**src/hw/rtl/lms_pkg.sv**
```systemverilog
// lms_pkg: shared constants, types and state codes for the
// longest monotone subsequence length block; no dependencies
`default_nettype none
package lms_pkg;

  localparam int TABLE_DEPTH_DEF = 1024;
  localparam int DATA_W          = 32;
  localparam int RES_LEN_W       = 11;
  localparam int CFG_ADDR_W      = 3;
  localparam int CFG_DATA_W      = 32;
  localparam int QUEUE_DEPTH     = 2;

  localparam logic [CFG_ADDR_W-1:0] ADDR_ORDER_MODE = 3'd0;

  localparam logic MODE_NON_INCREASING = 1'b0;
  localparam logic MODE_INCREASING     = 1'b1;

  typedef struct packed {
    logic signed [DATA_W-1:0] sample;
    logic                     last;
  } q_entry_t;

  typedef struct packed {
    logic     avail;
    q_entry_t entry;
  } q_head_t;

  typedef enum logic [1:0] {
    ST_IDLE,
    ST_CHECK,
    ST_SEARCH,
    ST_RESULT
  } eng_state_t;

endpackage
`default_nettype wire

```
**src/hw/rtl/lms_if.sv**
```systemverilog
// lms_in_if, lms_out_if: valid/ready channels for input and result words
// depends on lms_pkg
`default_nettype none
interface lms_in_if
  import lms_pkg::*;
();
  logic                     valid;
  logic                     ready;
  logic signed [DATA_W-1:0] sample_value;
  logic                     last_of_sequence;

  modport source (output valid, sample_value, last_of_sequence, input ready);
  modport sink   (input valid, sample_value, last_of_sequence, output ready);
endinterface

`default_nettype wire

```
**src/hw/rtl/lms_queue.sv**
```systemverilog
// lms_queue: front end, accepts input words into a short queue
// depends on lms_pkg and lms_in_if
`default_nettype none
module lms_queue
  import lms_pkg::*;
(
  input  wire logic   clk,
  input  wire logic   rst_n,
  lms_in_if.sink      in_word,
  output q_head_t     head,
  input  wire logic   pop
);

  localparam int PTR_W = (QUEUE_DEPTH > 1) ? $clog2(QUEUE_DEPTH) : 1;
  localparam int CNT_W = $clog2(QUEUE_DEPTH + 1);

  q_entry_t           slot_r [QUEUE_DEPTH];
  logic [PTR_W-1:0]   wr_ptr_r, wr_ptr_nxt;
  logic [PTR_W-1:0]   rd_ptr_r, rd_ptr_nxt;
  logic [CNT_W-1:0]   count_r, count_nxt;
  logic               push;
  logic               do_pop;

  assign in_word.ready = (count_r != CNT_W'(QUEUE_DEPTH));
  assign push          = in_word.valid && in_word.ready;
  assign do_pop        = pop && (count_r != '0);

  assign head.avail = (count_r != '0);
  assign head.entry = slot_r[rd_ptr_r];

  always_comb begin
    wr_ptr_nxt = wr_ptr_r;
    rd_ptr_nxt = rd_ptr_r;
    count_nxt  = count_r;
    if (push) begin
      wr_ptr_nxt = (wr_ptr_r == PTR_W'(QUEUE_DEPTH - 1)) ? '0 : wr_ptr_r + 1'b1;
    end
    if (do_pop) begin
      rd_ptr_nxt = (rd_ptr_r == PTR_W'(QUEUE_DEPTH - 1)) ? '0 : rd_ptr_r + 1'b1;
    end
    case ({push, do_pop})
      2'b10:   count_nxt = count_r + 1'b1;
      2'b01:   count_nxt = count_r - 1'b1;
      default: count_nxt = count_r;
    endcase
  end

  always_ff @(posedge clk) begin
    if (!rst_n) begin
      wr_ptr_r <= '0;
      rd_ptr_r <= '0;
      count_r  <= '0;
    end else begin
      wr_ptr_r <= wr_ptr_nxt;
      rd_ptr_r <= rd_ptr_nxt;
      count_r  <= count_nxt;
    end
  end

  always_ff @(posedge clk) begin
    if (push) begin
      slot_r[wr_ptr_r] <= '{sample: in_word.sample_value, last: in_word.last_of_sequence};
    end
  end

endmodule
`default_nettype wire

```
**src/flat_wrapper.sv**
```systemverilog
// flat-port wrapper written by rule: the top's interface ports become plain ports
module lms_queue_flat import lms_pkg::*;
  (clk, rst_n, head, pop, in_word_valid, in_word_sample_value, in_word_last_of_sequence, in_word_ready);
  lms_in_if in_word_i ();
  input  wire logic clk;
  input  wire logic rst_n;
  output q_head_t head;
  input  wire logic pop;
  input wire logic [$bits(in_word_i.valid)-1:0] in_word_valid;
  input wire logic [$bits(in_word_i.sample_value)-1:0] in_word_sample_value;
  input wire logic [$bits(in_word_i.last_of_sequence)-1:0] in_word_last_of_sequence;
  output wire logic [$bits(in_word_i.ready)-1:0] in_word_ready;
  assign in_word_i.valid = in_word_valid;
  assign in_word_i.sample_value = in_word_sample_value;
  assign in_word_i.last_of_sequence = in_word_last_of_sequence;
  assign in_word_ready = in_word_i.ready;
  lms_queue u_core (.clk(clk), .rst_n(rst_n), .in_word(in_word_i), .head(head), .pop(pop));
endmodule
```
**config.mk**
```make
export PLATFORM = sky130hd
export DESIGN_NAME = lms_queue_flat
export DESIGN_NICKNAME = d
export VERILOG_FILES = /design/src/hw/rtl/lms_pkg.sv /design/src/hw/rtl/lms_if.sv /design/src/hw/rtl/lms_queue.sv /design/src/flat_wrapper.sv
export SDC_FILE = /design/constraint.sdc
export NUM_CORES = 1
export LEC_CHECK = 0
export BUFFER_PORTS_ARGS = -buffer_cell sky130_fd_sc_hd__buf_2
export CORE_MARGIN = 1.5
export CORE_UTILIZATION = 51
export CTS_CLUSTER_DIAMETER = 120
export DETAILED_ROUTE_END_ITERATION = 12
export PLACE_DENSITY = 0.88
export SLEW_MARGIN = 0
export SYNTH_ARGS = -nofsm -noshare
export SYNTH_HDL_FRONTEND = slang
export SYNTH_SLANG_ARGS = --single-unit
```
**constraint.sdc**
```tcl
create_clock -name clk -period 2.2 [get_ports clk]
set_input_delay 0.44 -clock clk [delete_from_list [all_inputs] [get_ports clk]]
set_output_delay 0.44 -clock clk [all_outputs]
set_load 0.02 [all_outputs]
```
==> results.yml, run 1 <==
run_status:
  status: "finished clean"
floorplan:
  num_io_pins: 72
  num_rows: 25
  initial_core_util: 0.542
  dieHeight_um: 74.5
  die-width_um: 74.5
  core_um2: 4820
  dieArea_um2: 5550
synth:
  syn-num-nets: 165
  yosysSeqAreaShare: 0.798
  netlist_area_um2: 2610
  ys_types: 20
  avgSynthCellArea_um2: 20.5
  synthCells: 127
  synth_seq_cells: 71
  yosysWarnings: 0
cts:
  cts_inserted_buffers: 9
  cts_buffer_depth: 2
  insertion_delay_ns: 0.32
  post_cts_buffers: 0
  postCtsHoldBufs: 0
  cts.clk_slew.worst_paths_ns: 0.07
  clock-sinks: 71
  post_cts_resized: 0
  cts-root-buf: "clkbuf_8"
  cts_tree: "done"
  h-tree-depth: 3
hold_path:
  hold_path_class: "input pin to register"
  hold_path_end: "u_core.slot_r[1][17]$_DFFE_PP_"
  worstHoldStart: "in_word_sample_value[16]"
  whs_path_depth: 1
timing:
  rsz0062_at_grt: "false"
  fin_ws_ns: 0.218
  timing.final.crit_period_ns: 1.98
  hold_viol_final: 0
  worstMarginPinSlew_ns: 0.328
  fmax_ghz: 0.504
  drv_slew: 0
  maxSlewHeadroom: 0.782
  setup_tns_ns: 0
  skew_ns: 0.00384
  setup_viol: 0
  final.period_utilization: 0.901
setup_path:
  r2r_end: "u_core.count_r[1]$_SDFFE_PN0P_"
  critPathLaunchType: "register"
  worstRegToRegCells: 5
  crit_path_cell_trace: "buf_4 -> mux2_2 -> buf_2"
  max_stage_delay_ns: 0.40
  cpMaxStageDelayCell: "mux2_2"
  rrSetupSlack_ns: 0.60
  cp_max_fo: 25
  critPathCaptureType: "primary output"
  r2r_start: "u_core.count_r[0]$_SDFFE_PN0P_"
  worst_ep_arrival_time_ns: 1.54
  worstSetupPathType: "register to primary output"
  required_ns: 1.76
placement:
  port-buffer-count: 71
  pre_cts_ws_ns: 0.556
  dp_hpwl_um: 3000
  gp_congestion: 0.696
  placed_cell_area_um2: 3070
global_route:
  grt_max_degree: 26
  grt_usage: 0.165
  antenna_found_initial: 0
  grt.overflow.total: 0
  grt_pass1_vias: 1355
  grt_pass1_wl_um: 6290
drt:
  routed_via_density: 4.83
  avgRoutedWirePerCell_um: 15.1
  antenna_left: 0
  drtIter0Drc: 85
  dr.pass1.iters: 3
  wl_um: 4280
  drc: 0
  vias: 1368
power:
  powerDensity_nw_per_um2: 1230
  leakage_nw: 1.24
  ir_worst_vdd_mv: 0.623
run:
  cap_viol_max_count: 0
final_layout:
  synthToLayoutAreaGrowth_pct: 25.9
  final_core_util: 0.682
  n_antenna_cell: 0
  nets: 249
  n_fill_cell: 361
  drive_above_1_share: 0.583
  stdcell_area_um2: 3280
==> logic make-up after synthesis <==
| logic type | count (synthesis) | share of synthesized area |
|---|---|---|
| compound gates | 5 | 0.0144 |
| xor+xnor | 3 | 0.0101 |
| fa+ha+maj | 1 | 0.00480 |
| buf+inv | 5 | 0.00911 |
| flops | 71 | 0.798 |
| mux | 33 | 0.142 |
| simple gates | 9 | 0.0211 |
==> sequential cells by signal, summed over array words and instances, names as in the netlist, named ones only <==
signal	count
u_core.count_r	2
u_core.slot_r	66
u_core.wr_ptr_r	1
u_core.rd_ptr_r	1
==> power breakdown <==
group	internal (W)	leakage [nW]	switching [W]
clock	0.000628	0.100	0.000447
combinational	0.000510	0.486	0.000690
sequential	0.00171	0.659	0.0000651
==> layout make-up <==
cell class / instances / area [µm²] / area share
sequential: 71 / 2080 / 0.634
multi-input combinational: 51 / 503 / 0.153
timing repair buffer: 77 / 400 / 0.122
clock buffer: 9 / 124 / 0.0377
clock inverter: 7 / 87.6 / 0.0267
tap: 67 / 83.8 / 0.0255
inverter: 1 / 3.75 / 0.00114
==> worst max path at each step <==
stage	start	to	slack, ns	cells after the start
6_report	register	head[12]	0.22	3
5_1_grt	register	head[12]	0.12	3
4_1_cts	register	head[12]	0.19	3
2_1_floorplan	u_core.count_r[0]$_SDFFE_PN0P_	u_core.slot_r[1][0]$_DFFE_PP_	0.21	2
3_3_place_gp	register	head[11]	0.57	3
3_5_place_dp	register	head[12]	0.56	3
==> synth_stat cells <==
| cell | instances | area (µm²) |
|---|---|---|
| a21bo_2 | 1 | 10.0 |
| a21boi_0 | 1 | 7.51 |
| a21boi_1 | 1 | 7.51 |
| and2_1 | 1 | 6.26 |
| and3_1 | 1 | 6.26 |
| buf_2 | 4 | 20.0 |
| dfxtp_1 | 5 | 100 |
| edfxtp_1 | 66 | 1980 |
| ha_1 | 1 | 12.5 |
| inv_1 | 1 | 3.75 |
| mux2_2 | 33 | 372 |
| nand2_1 | 1 | 3.75 |
| nand2b_1 | 1 | 6.26 |
| nand3b_1 | 1 | 7.51 |
| nor2b_1 | 2 | 12.5 |
| o21a_1 | 1 | 7.51 |
| o21ai_0 | 1 | 5.00 |
| or2_2 | 1 | 6.26 |
| or3_1 | 1 | 6.26 |
| xnor2_1 | 3 | 26.3 |
==> per-stage QoR <==
| stage | hold WS, ns | cells | power, W |
|---|---|---|---|
| 2_1_floorplan | 0.479 | 127 | 0.00264 |
| 3_3_place_gp | 0.504 | 267 | 0.00299 |
| 3_5_place_dp | 0.521 | 267 | 0.00302 |
| 4_1_cts | 0.283 | 283 | 0.00409 |
| 5_1_grt | 0.276 | 283 | 0.00425 |
| 6_report | 0.300 | 283 | 0.00405 |
==> cell usage in the layout (no fill, tap or decap) <==
cell / instances
buf_2: 71
nand3b_1: 1
nand2_1: 1
a21boi_1: 1
bufinv_16: 2
mux2_2: 33
o21ai_0: 1
ha_1: 1
buf_4: 6
or3_1: 1
a21boi_0: 1
and2_1: 1
dfxtp_1: 5
o21a_1: 1
clkinvlp_4: 2
nand2b_1: 1
or2_2: 1
and3_1: 1
clkbuf_8: 9
a21bo_2: 1
xnor2_1: 3
clkinv_2: 1
inv_1: 1
nor2b_1: 2
edfxtp_1: 66
clkinv_1: 2
==> per-layer routing <==
metal	part of all wire	GRT usage	up-vias
li1	-	-	665
met3	0.058	0.0515	2
met5	0	0	-
met2	0.51	0.269	49
met1	0.42	0.198	652
met4	0.0093	0.0848	0
==> worst max-delay path: cells and delay by family (launching register included) <==
family | cells | cell delay, ns
mux | 1 | 0.40
buf+inv | 2 | 0.47
flops | 1 | 0.33
(Power assumes the default switching activity.)
==> inputs of run 2 (changes only) <==
--- a/config.mk
+++ b/config.mk
@@ -7,10 +7,11 @@
 export LEC_CHECK = 0
 export BUFFER_PORTS_ARGS = -buffer_cell sky130_fd_sc_hd__buf_2
 export CORE_MARGIN = 1.5
-export CORE_UTILIZATION = 51
+export CORE_UTILIZATION = 46
 export CTS_CLUSTER_DIAMETER = 120
 export DETAILED_ROUTE_END_ITERATION = 12
-export PLACE_DENSITY = 0.88
+export PLACE_DENSITY = 0.84
+export REMOVE_ABC_BUFFERS = 1
 export SLEW_MARGIN = 0
 export SYNTH_ARGS = -nofsm -noshare
 export SYNTH_HDL_FRONTEND = slang
==> constraint.sdc (replaced) <==
create_clock -name clk -period 1.7 [get_ports clk]
set_input_delay 0.34 -clock clk [delete_from_list [all_inputs] [get_ports clk]]
set_output_delay 0.34 -clock clk [all_outputs]
set_load 0.02 [all_outputs]
==> results.yml, run 2 (synthesis results as in run 1) <==
run_status:
  status: "complete, but fails checks"
  violations: "negative setup slack"
cts:
  cts_tree: "done"
  clock-sinks: 71
  post_cts_buffers: 0
  postCtsHoldBufs: 0
  cts_buffer_depth: 2
  cts-root-buf: "clkbuf_8"
  cts_inserted_buffers: 9
  post_cts_resized: 4
  cts.clk_slew.worst_paths_ns: 0.07
  insertion_delay_ns: 0.33
  h-tree-depth: 3
final_layout:
  synthToLayoutAreaGrowth_pct: 30.5
  stdcell_area_um2: 3400
  mostFrequentLayoutCells: "66 x edfxtp_1, 65 x buf_2, 32 x mux2_2"
  multi_input_area_um2: 507
  n_antenna_cell: 0
  nets: 249
  n_fill_cell: 414
  final_common_cell: "edfxtp_1"
  reg_top3: "u_core.slot_r x66, u_core.count_r x2"
  largest_register_ffs: 66
  seq_area_um2: 2090
  regMostFlops: "u_core.slot_r"
  drive_above_1_share: 0.588
setup_path:
  critPathLaunchType: "register"
  path_buf_inv: 2
  worstSetupPathType: "register to primary output"
  critPathCaptureType: "primary output"
  required_ns: 1.36
  crit_path_cell_trace: "buf_12 -> mux2_2 -> buf_4"
  cpMaxStageDelayCell: "dfxtp_4"
  rrSetupSlack_ns: 0.12
  path_delay_family: "flip-flops"
  worst_ep_arrival_time_ns: 1.37
  max_stage_delay_ns: 0.37
  cp_max_fo: 18
drt:
  avgRoutedWirePerCell_um: 15.2
  vias: 1425
  drtIter0Drc: 99
  wl_um: 4380
  routed_via_density: 4.95
  dr.pass1.iters: 4
  drc: 0
  antenna_left: 0
power:
  powerDensity_nw_per_um2: 1660
  totalPowerFinal_w: 0.00566
  leakage_nw: 1.29
  ir_worst_vdd_mv: 0.887
placement:
  gp_congestion: 0.661
  placed_cell_area_um2: 3120
  dp_hpwl_um: 2970
  port-buffer-count: 71
timing:
  drv_slew: 0
  fmax_ghz: 0.586
  worstMarginPinSlew_ns: 0.291
  rsz0062_at_grt: "true"
  timing.final.crit_period_ns: 1.71
  setup_tns_ns: -0.0134
  maxSlewHeadroom: 0.806
  fin_ws_ns: -0.00530
  final.period_utilization: 1.00
  setup_viol: 4
  skew_ns: 0.00678
  hold_viol_final: 0
hold_path:
  hold_path_class: "input pin to register"
global_route:
  grt_pass1_wl_um: 6610
  grt_max_degree: 22
  grt_pass1_vias: 1442
  antenna_found_initial: 0
  grt.overflow.total: 0
  grt_usage: 0.147
floorplan:
  initial_core_util: 0.477
  die-width_um: 78.3
  num_io_pins: 72
  dieArea_um2: 6130
  core_um2: 5470
  dieHeight_um: 78.3
  num_rows: 27
run:
  cap_viol_max_count: 0
==> run 2: per-stage QoR <==
| step | hold WS (ns) | cells | worst slack [ns] | util |
|---|---|---|---|---|
| 2_1_floorplan | 0.439 | 123 | -0.292 | - |
| 3_3_place_gp | 0.500 | 272 | 0.224 | 0.570 |
| 3_5_place_dp | 0.512 | 272 | 0.131 | 0.570 |
| 4_1_cts | 0.171 | 288 | -0.0269 | 0.619 |
| 5_1_grt | 0.171 | 288 | -0.0539 | 0.622 |
| 6_report | 0.196 | 288 | -0.00530 | 0.622 |
==> run 2: worst paths after layout <==
kind,from,to,cells past startpoint
setup reg to reg,u_core.count_r[0]$_SDFFE_PN0P_,u_core.count_r[1]$_SDFFE_PN0P_,5
hold / removal,in_word_last_of_sequence,u_core.slot_r[0][0]$_DFFE_PP_,1
hold reg to reg,u_core.count_r[1]$_SDFFE_PN0P_,u_core.count_r[1]$_SDFFE_PN0P_,2
setup / recovery,register,head[21],3
==> run 2: where the power goes <==
group	total [W]	switching [W]	internal, W
clock	0.00170	0.000576	0.00112
sequential	0.00231	0.0000927	0.00222
combinational	0.00165	0.000899	0.000752
total	0.00566	0.00157	0.00409
==> run 2: per-layer routing <==
| metal | GRT usage | share of wire |
|---|---|---|
| met1 | 0.174 | 0.43 |
| met2 | 0.249 | 0.51 |
| met3 | 0.0535 | 0.057 |
| met4 | 0.0536 | 0.0039 |
| met5 | 0 | 0 |
==> run 2: cell type report <==
type	instances	share of cell area
Clock buffer	10	0.0375
Clock inverter	6	0.0390
Inverter	1	0.00110
Multi-Input combinational cell	51	0.149
Sequential cell	71	0.613
Tap cell	72	0.0265
Timing Repair Buffer	77	0.134
